$ cat src/lru_key_value_cache_unit_macros.svh
// ----------------------------------------------------------------------------
// LRU key/value cache assertion macros
// Clocked assertion shorthands shared by the cache RTL.
// ----------------------------------------------------------------------------
`ifndef LRU_KEY_VALUE_CACHE_UNIT_MACROS_SVH
`define LRU_KEY_VALUE_CACHE_UNIT_MACROS_SVH

// Property checked on every rising clk edge outside of reset.
`define LRUKV_ASSERT(label, prop, msg) \
  label: assert property (@(posedge clk) disable iff (rst) (prop)) else $error(msg);

// Implication checked on the next rising clk edge outside of reset.
`define LRUKV_ASSERT_NEXT(label, ante, cons, msg) \
  label: assert property (@(posedge clk) disable iff (rst) (ante) |=> (cons)) else $error(msg);

`endif

$ cat src/lrukv_pkg.sv
// ----------------------------------------------------------------------------
// LRU key/value cache package
// Shared defaults, command codes and the per-cell control struct.
// ----------------------------------------------------------------------------
package lrukv_pkg;

  localparam int ENTRIES_DEF    = 8;
  localparam int KEY_BITS_DEF   = 32;
  localparam int VALUE_BITS_DEF = 32;

  localparam int FIELD_BITS = 32;

  localparam logic CMD_GET = 1'b0;
  localparam logic CMD_PUT = 1'b1;

  typedef struct packed {
    logic cmp;
    logic take;
  } cell_ctl_t;

endpackage

$ cat src/lru_key_value_cache_unit.sv
// ----------------------------------------------------------------------------
// LRU key/value cache unit
// Fully associative get/put store; a chain of cells ordered by recency, head
// most recent, tail the replacement victim.
// Flow: accept registers the request and the key compare; the chain update then
// registers the result, held off while an earlier result waits under out_stall.
// No new transaction is accepted until the chain update of the last one is done.
// Reset: synchronous; all entries invalid, no result pending.
// ----------------------------------------------------------------------------
`include "lru_key_value_cache_unit_macros.svh"

module lru_key_value_cache_unit #(
  parameter int ENTRIES    = lrukv_pkg::ENTRIES_DEF,
  parameter int KEY_BITS   = lrukv_pkg::KEY_BITS_DEF,
  parameter int VALUE_BITS = lrukv_pkg::VALUE_BITS_DEF
) (
  input  logic        clk,
  input  logic        rst,
  input  logic        in_valid,
  output logic        in_stall,
  input  logic        cmd,
  input  logic [31:0] lookup_key,
  input  logic [31:0] write_value,
  output logic        out_valid,
  input  logic        out_stall,
  output logic        found,
  output logic [31:0] read_value,
  output logic        evicted
);

  localparam int FB = lrukv_pkg::FIELD_BITS;
  localparam logic [ENTRIES-1:0] ENT_ONE = {{(ENTRIES-1){1'b0}}, 1'b1};

  typedef enum logic [1:0] {
    S_IDLE = 2'b01,
    S_UPD  = 2'b10
  } state_t;

  state_t state, state_next;

  logic                  cmd_q;
  logic [KEY_BITS-1:0]   key_q;
  logic [VALUE_BITS-1:0] val_q;

  logic [KEY_BITS-1:0]   key_port;
  logic [VALUE_BITS-1:0] val_port;

  logic [KEY_BITS-1:0]   c_key   [ENTRIES];
  logic [VALUE_BITS-1:0] c_value [ENTRIES];
  logic [ENTRIES-1:0]    valid_vec;
  logic [ENTRIES-1:0]    match_vec;
  logic [ENTRIES-1:0]    lower_hit;
  lrukv_pkg::cell_ctl_t  ctl [ENTRIES];

  logic                  in_acc, out_acc, commit, hit, is_put;
  logic [VALUE_BITS-1:0] hit_value;
  logic [VALUE_BITS-1:0] head_value;
  logic [FB-1:0]         hit_value_fb;

  assign in_acc   = in_valid && !in_stall;
  assign out_acc  = out_valid && !out_stall;
  assign in_stall = (state != S_IDLE);
  assign commit   = (state == S_UPD) && !(out_valid && out_stall);
  assign hit      = |match_vec;
  assign is_put   = (cmd_q == lrukv_pkg::CMD_PUT);

  generate
    if (KEY_BITS > FB) begin : g_key_ext
      assign key_port = {{(KEY_BITS-FB){1'b0}}, lookup_key};
    end else begin : g_key_trunc
      assign key_port = lookup_key[KEY_BITS-1:0];
    end
    if (VALUE_BITS > FB) begin : g_val_wide
      assign val_port     = {{(VALUE_BITS-FB){1'b0}}, write_value};
      assign hit_value_fb = hit_value[FB-1:0];
    end else if (VALUE_BITS == FB) begin : g_val_same
      assign val_port     = write_value;
      assign hit_value_fb = hit_value;
    end else begin : g_val_narrow
      assign val_port     = write_value[VALUE_BITS-1:0];
      assign hit_value_fb = {{(FB-VALUE_BITS){1'b0}}, hit_value};
    end
  endgenerate

  always_ff @(posedge clk) begin
    if (in_acc) begin
      cmd_q <= cmd;
      key_q <= key_port;
      val_q <= val_port;
    end
  end

  always_comb begin
    hit_value = '0;
    for (int i = 0; i < ENTRIES; i++) begin
      if (match_vec[i]) begin
        hit_value = hit_value | c_value[i];
      end
    end
  end

  assign head_value = is_put ? val_q : hit_value;

  generate
    for (genvar p = 0; p < ENTRIES; p++) begin : g_cell
      if (p == 0) begin : g_head
        assign lower_hit[p] = 1'b0;
        assign ctl[p].take  = commit && (hit || is_put);
        lrukv_cell #(
          .KEY_BITS   (KEY_BITS),
          .VALUE_BITS (VALUE_BITS)
        ) u_cell (
          .clk      (clk),
          .rst      (rst),
          .ctl      (ctl[p]),
          .cmp_key  (key_port),
          .in_key   (key_q),
          .in_value (head_value),
          .in_valid (1'b1),
          .key      (c_key[p]),
          .value    (c_value[p]),
          .valid    (valid_vec[p]),
          .match    (match_vec[p])
        );
      end else begin : g_body
        assign lower_hit[p] = |match_vec[p-1:0];
        assign ctl[p].take  = commit && (hit ? !lower_hit[p] : is_put);
        lrukv_cell #(
          .KEY_BITS   (KEY_BITS),
          .VALUE_BITS (VALUE_BITS)
        ) u_cell (
          .clk      (clk),
          .rst      (rst),
          .ctl      (ctl[p]),
          .cmp_key  (key_port),
          .in_key   (c_key[p-1]),
          .in_value (c_value[p-1]),
          .in_valid (valid_vec[p-1]),
          .key      (c_key[p]),
          .value    (c_value[p]),
          .valid    (valid_vec[p]),
          .match    (match_vec[p])
        );
      end
      assign ctl[p].cmp = in_acc;
    end
  endgenerate

  always_comb begin
    state_next = state;
    case (state)
      S_IDLE: begin
        if (in_acc) begin
          state_next = S_UPD;
        end
      end
      S_UPD: begin
        if (commit) begin
          state_next = S_IDLE;
        end
      end
      default: state_next = S_IDLE;
    endcase
  end

  always_ff @(posedge clk) begin
    if (rst) begin
      state     <= S_IDLE;
      out_valid <= 1'b0;
    end else begin
      state <= state_next;
      if (commit) begin
        out_valid <= 1'b1;
      end else if (out_acc) begin
        out_valid <= 1'b0;
      end
    end
  end

  always_ff @(posedge clk) begin
    if (commit) begin
      found      <= hit;
      read_value <= (hit && !is_put) ? hit_value_fb : '0;
      evicted    <= is_put && !hit && valid_vec[ENTRIES-1];
    end
  end

  `LRUKV_ASSERT(a_match_onehot, $onehot0(match_vec), "more than one cell matched the key")
  `LRUKV_ASSERT(a_valid_packed, ((valid_vec + ENT_ONE) & valid_vec) == '0,
                "valid entries are not packed at the head of the chain")
  `LRUKV_ASSERT(a_no_evict_on_hit, !(out_valid && found && evicted),
                "result reports both a hit and an eviction")
  `LRUKV_ASSERT_NEXT(a_result_follows, commit, out_valid && (state == S_IDLE),
                     "chain update did not produce a result")

endmodule

$ cat src/lrukv_cell.sv
// ----------------------------------------------------------------------------
// LRU key/value cache cell
// One entry of the recency chain: holds key, value and valid, registers its
// key match, and loads either its upstream neighbor or the head data.
// ----------------------------------------------------------------------------
module lrukv_cell #(
  parameter int KEY_BITS   = lrukv_pkg::KEY_BITS_DEF,
  parameter int VALUE_BITS = lrukv_pkg::VALUE_BITS_DEF
) (
  input  logic                  clk,
  input  logic                  rst,
  input  lrukv_pkg::cell_ctl_t  ctl,
  input  logic [KEY_BITS-1:0]   cmp_key,
  input  logic [KEY_BITS-1:0]   in_key,
  input  logic [VALUE_BITS-1:0] in_value,
  input  logic                  in_valid,
  output logic [KEY_BITS-1:0]   key,
  output logic [VALUE_BITS-1:0] value,
  output logic                  valid,
  output logic                  match
);

  always_ff @(posedge clk) begin
    if (ctl.take) begin
      key   <= in_key;
      value <= in_value;
    end
  end

  always_ff @(posedge clk) begin
    if (rst) begin
      valid <= 1'b0;
      match <= 1'b0;
    end else begin
      if (ctl.take) begin
        valid <= in_valid;
      end
      if (ctl.cmp) begin
        match <= valid && (key == cmp_key);
      end
    end
  end

endmodule

$ cat config.mk
export PLATFORM = sky130hd
export DESIGN_NAME = lru_key_value_cache_unit
export DESIGN_NICKNAME = d
export VERILOG_FILES = /design/src/lrukv_pkg.sv /design/src/lru_key_value_cache_unit.sv /design/src/lrukv_cell.sv
export VERILOG_INCLUDE_DIRS = /design/src /design/src/src
export SDC_FILE = /design/constraint.sdc
export NUM_CORES = 1
export LEC_CHECK = 0
export BUFFER_PORTS_ARGS = -buffer_cell sky130_fd_sc_hd__buf_2
export CORE_MARGIN = 5
export CORE_UTILIZATION = 55
export DETAILED_ROUTE_END_ITERATION = 6
export HOLD_SLACK_MARGIN = 0.05
export PLACE_DENSITY = 0.75
export SLEW_MARGIN = 20
export SYNTH_ARGS = -nofsm -noshare
export SYNTH_HDL_FRONTEND = slang
export SYNTH_SLANG_ARGS = --single-unit
$ cat constraint.sdc
create_clock -name clk -period 12.07 [get_ports clk]
set_input_delay 1.207 -clock clk [delete_from_list [all_inputs] [get_ports clk]]
set_output_delay 1.207 -clock clk [all_outputs]
set_load 0.01 [all_outputs]
### After elaboration in Yosys (flattened, before gate mapping)

Cells that the tools add are included.

| cells by class | value |
|---|---|
| bitwise operators | 7 |
| multiply operators | 0 |
| $lt $le $gt $ge | 0 |
| divide/modulo/power cells | 0 |
| shift operators | 0 |
| reductions and logical operators | 45 |
| mux-type cells | 21 |
| equal/unequal tests | 13 |
| add/subtract/negate cells | 0 |

Operators with widths:

| operator | count |
|---|---|
| two-way mux 32 bit | 9 |
| == test 32 bit | 8 |
| bitwise OR 32 bit | 7 |
| logical AND 1 bit | 23 |
| logical NOT 1 bit | 12 |
| two-way mux 1 bit | 9 |
| OR reduction 8 bit | 1 |
| OR reduction 7 bit | 1 |
| OR reduction 6 bit | 1 |
| OR reduction 5 bit | 1 |
| two-way mux 2 bit | 2 |
| inequality test 2 bit, second input constant | 2 |
| one-hot mux 2 bit (2 select lines) | 1 |
| OR reduction 4 bit | 1 |
| OR reduction 3 bit | 1 |
| == test 2 x 1 -> 1 bit, second input constant | 1 |
| == test 2 bit, second input constant | 1 |
| inequality test 2 x 1 -> 1 bit, second input constant | 1 |
| AND reduction 2 bit | 1 |
| nonzero test 2 bit | 1 |
| OR reduction 2 bit | 1 |
| logical OR 1 bit | 1 |

| storage, ports and cells | value |
|---|---|
| logic and storage cells | 126 |
| memories | 0 |
| memory bits (read-only) | 0 |
| bits in latches | 0 |
| output and inout port bits | 36 |
| RAM bits | 0 |
| bits of input ports | 69 |
| flip-flop bits (word level) | 630 |

### Longest topological paths before layout

| depth | value |
|---|---|
| word-level depth | 16 |
| mapped depth | 6 |
| mapped depth without buffers | 5 |

### By module

Synthesis repeated with hierarchy kept, for this count alone.

| second synthesis, totals | value |
|---|---|
| cell total of the unflattened synthesis | 1316 |
| area total of the unflattened synthesis | 23802.8 um^2 |

By module, submodules not included:

| module | cells each | sequential area each (um^2) | area an instance (um^2) | instances |
|---|---|---|---|---|
| lrukv_cell | 115 | 1961.9 | 2339.7 | 8 |
| lru_key_value_cache_unit | 396 | 3032.9 | 5084.9 | 1 |

### Worst setup path after synthesis

OpenSTA, ideal clock, no wires.

| timing path | value |
|---|---|
| path type | input to register |
| from | input out_stall |
| to | register g_cell[0].g_head.u_cell.key[0], enable pin |
| data arrival time | 6.001 ns |
| buffers on the path | 0 |
| cell stages on the path | 2 |
| setup time | 0.495 ns |
| required time | 11.575 ns |
| path slack | 5.574 ns |
| cell sequence | a21oi_1 nor2b_1 |

RTL lines:

| what | line | source |
|---|---|---|
| start: declaration | lru_key_value_cache_unit.sv:25 | `input logic out_stall,` |
| end signal: assignment | lrukv_cell.sv:25 | `key <= in_key;` |
| end: declaration | lrukv_cell.sv:17 | `output logic [KEY_BITS-1:0] key,` |

==> impl_metrics.csv <==
group,metric,value,unit
yosys,synth_top_family_by_area,"XOR/XNOR gates",
routing,totalWireLength,51700,um
yosys,netlist_area,0.0241,sq mm
timing,hold_viol_final,0,
clocking,clock_tree.root_cell,"clkbuf_16",
timing,slew_headroom,37.3,%
yosys,async_flop_share,0,%
clocking,clock_sinks,630,
grt,grt_start_max_net_pins,68,
cells_and_area,fin_nets,1535,
job,maxCapViolCount,0,
timing,period_share,26.6,%
critical_path,critical_path_buf_inv_count,2,
yosys,avgSynthCellArea,17.9,sq um
timing,maxSlewViolCount,0,
place,dp_hpwl,32600,um
timing,rsz0062_at_grt,"false",
cells_and_area,layout_common_cells,"edfxtp_1, xor2_1, a22oi_1",
timing,fmax,312,MHz
critical_path,max_stage_delay,0.68,ns
yosys,synthMuxAreaShare,1.70,%
yosys,synth_simple_gate_area_share,4.98,%
grt,gr-total-overflow,0,
cells_and_area,area_growth,13.2,%
power,p_per_area,166,mW/mm^2
clocking,cts_resized,0,
clocking,htreeDepth,2,
yosys,syn_nets,1418,
timing,setup_viol,0,
timing,skew,0.0169,ns
yosys,synthFlopType,"edfxtp_1",
power,vdd_drop_max,0.000191,V
cells_and_area,drive_gt1_share,17.6,%
clocking,numCtsBuffers,59,
routing,drt-wirelength-per-cell,24.6,um
floorplanning,coreArea,0.0432,sq mm
grt,grt.total_usage,21.6,%
routing,first_pass_iters,6,
place,port_buffers,104,
routing,vias,12500,
place,place_congestion,0.885,
yosys,synthAdderAreaFrac,0,%
critical_path,critPathArrivalTime,3.45,ns
place,place_inst,1990,
critical_path,crit_chain,"buf_4 -> nor3_1 -> and2_1 -> nor2_4 -> buf_4",
routing,drtIter0Drc,1257,
critical_path,cpMostUsedCell,"buf_4",
critical_path,worst_setup_path_start_kind,"flip-flop",
critical_path,critical_path.top_delay_family,"simple AND/OR/NAND/NOR gates",
yosys,ys_warn_count,0,
cells_and_area,final_common_cell,"edfxtp_1",
grt,grt_pass1_vias,12900,
yosys,yosysTopAreaCell,"edfxtp_1",
timing,worst_slew_pin_slew,0.941,ns
routing,avgViaCountPerCell,5.94,
critical_path,worstPathRequired,12.32,ns
floorplanning,die_h,219,um
yosys,synthXorXnorAreaFrac,8.65,%
clocking,hold_buffers,0,
yosys,ys_seq_area_share,77.7,%
critical_path,cpMaxStageDelayCell,"nor2_4",
timing,fin_setup_tns,0,ns
cells_and_area,n_antenna_cell,0,
yosys,synth_cell_type_count,41,
routing,ant_nets,0,
clocking,clk_latency,0.61,ns
run_status,status,"finished clean",
yosys,synth_compound_area_share,4.98,%
yosys,synth_edf_count,611,
grt,antenna_found_initial,0,
yosys,ys_ff_latch,630,
clocking,cts_tree,"yes",
floorplanning,row_count,76,
clocking,postCtsSetupBuffers,0,
power,p_total,4.52,mW
yosys,ys_top_cells_by_area,"edfxtp_1, xor2_1, a22oi_1",
clocking,clockBufferDepth,3,
floorplanning,ioPinCount,105,
clocking,clkSlewWorstSetupHoldPaths,0.06,ns
floorplanning,dieArea,0.0481,sq mm
routing,drc,0,
floorplanning,initial_core_util,55.8,%
yosys,netlist.area_leader.share,76.1,%
grt,grt_pass1_wl,78600,um
critical_path,crit_path_end_kind,"flip-flop",
yosys,syn_inst,1349,
critical_path,crit_fanout,67,
cells_and_area,final_cell_count_no_fill,2102,
timing,period_needed,3.20,ns
power,p_leak,8.75,nW
critical_path,crit_type,"flip-flop to flip-flop",
floorplanning,die_x,219,um
hold_path,hold_path_class,"flip-flop to flip-flop",
## worst register-to-register path, cell delays in order, from the launching register on
cell,delay [ns]
edfxtp_1,0.32
buf_4,0.65
nor3_1,0.24
and2_1,0.33
nor2_4,0.68
buf_4,0.58
## cells in the mapped netlist (2+ instances only)
cell	instances
nor3_2	2
nand3_1	5
nor4_1	41
o21ai_0	6
nor3_1	10
o2bb2ai_1	4
nand2_1	7
edfxtp_1	611
a22oi_1	128
xor2_1	144
mux2i_1	5
o22ai_1	5
buf_1	12
a222oi_1	3
mux2_2	32
nand2b_1	3
buf_2	19
inv_1	21
dfxtp_1	19
xnor2_1	94
clkbuf_1	18
a21oi_1	5
a22o_1	7
nor2_1	11
buf_6	4
nand4_1	67
nor2b_1	34
buf_4	19
## stage by stage
step | utilization [%] | hold WS, ns | setup slack (ns) | area (sq um)
after global routing | 63.2 | 0.427 | 8.64 | 27300
after detailed placement | 58.3 | 0.405 | 8.43 | 25200
final | 63.2 | 0.411 | 8.87 | 27300
after global placement | 58.3 | 0.401 | 8.52 | 25200
after floorplan | - | 0.400 | 5.57 | 24100
after CTS | 63.2 | 0.414 | 8.85 | 27300
## final cells by class
cell class | count | area [sq um]
fill | 2971 | 15900
multi-input combinational | 626 | 4950
tap | 585 | 732
clock buffer | 77 | 1640
timing repair buffer | 128 | 701
inverter | 21 | 78.8
sequential | 630 | 18700
clock inverter | 35 | 447
## path summary, 6_finish.rpt
check | start | to | slack, ns | cells after the start
worst max register to register | cmd_q | g_cell[3].g_body.u_cell.key[24] | 8.87 | 5
worst max-delay path | cmd_q | g_cell[3].g_body.u_cell.key[24] | 8.87 | 5
worst min-delay path | key_q[5] | g_cell[0].g_head.u_cell.key[5] | 0.41 | 0
worst min register to register | key_q[5] | g_cell[0].g_head.u_cell.key[5] | 0.41 | 0
## cell families (layout without fill, tap and decap cells)
group,after synthesis,in the layout
AO/OA/AOI/OAI,161,161
XOR/XNOR,238,238
buffers and inverters,93,261
flip-flops,630,630
multiplexers,37,37
AND/OR/NAND/NOR,190,190
## power by group
group / internal (mW) / total (mW) / leakage, nW / switching, mW
Clock: 1.17 / 1.97 / 1.03 / 0.793
Sequential: 2.41 / 2.42 / 5.65 / 0.0122
Combinational: 0.0452 / 0.133 / 2.08 / 0.0883
## flip-flops by register name, summed over array words and instances, names as in the netlist, 32 cells and up
| name | cells |
|---|---|
| g_cell.g_head.u_cell.key | 32 |
| read_value | 32 |
| g_cell.g_body.u_cell.key | 224 |
| key_q | 32 |
| val_q | 32 |
| g_cell.g_body.u_cell.value | 224 |
| g_cell.g_head.u_cell.value | 32 |
## routing by layer
| layer | part of all wire, % | vias up | GRT usage (%) | wire, um |
|---|---|---|---|---|
| met3 | 8.1 | 100 | 3.90 | 4200 |
| li1 | - | 5494 | - | - |
| met2 | 48 | 648 | 34.0 | 24900 |
| met1 | 40 | 6254 | 30.9 | 20900 |
| met5 | 0 | - | 0 | 0 |
| met4 | 3.3 | 0 | 7.70 | 1690 |
(Power assumes the default switching activity.)
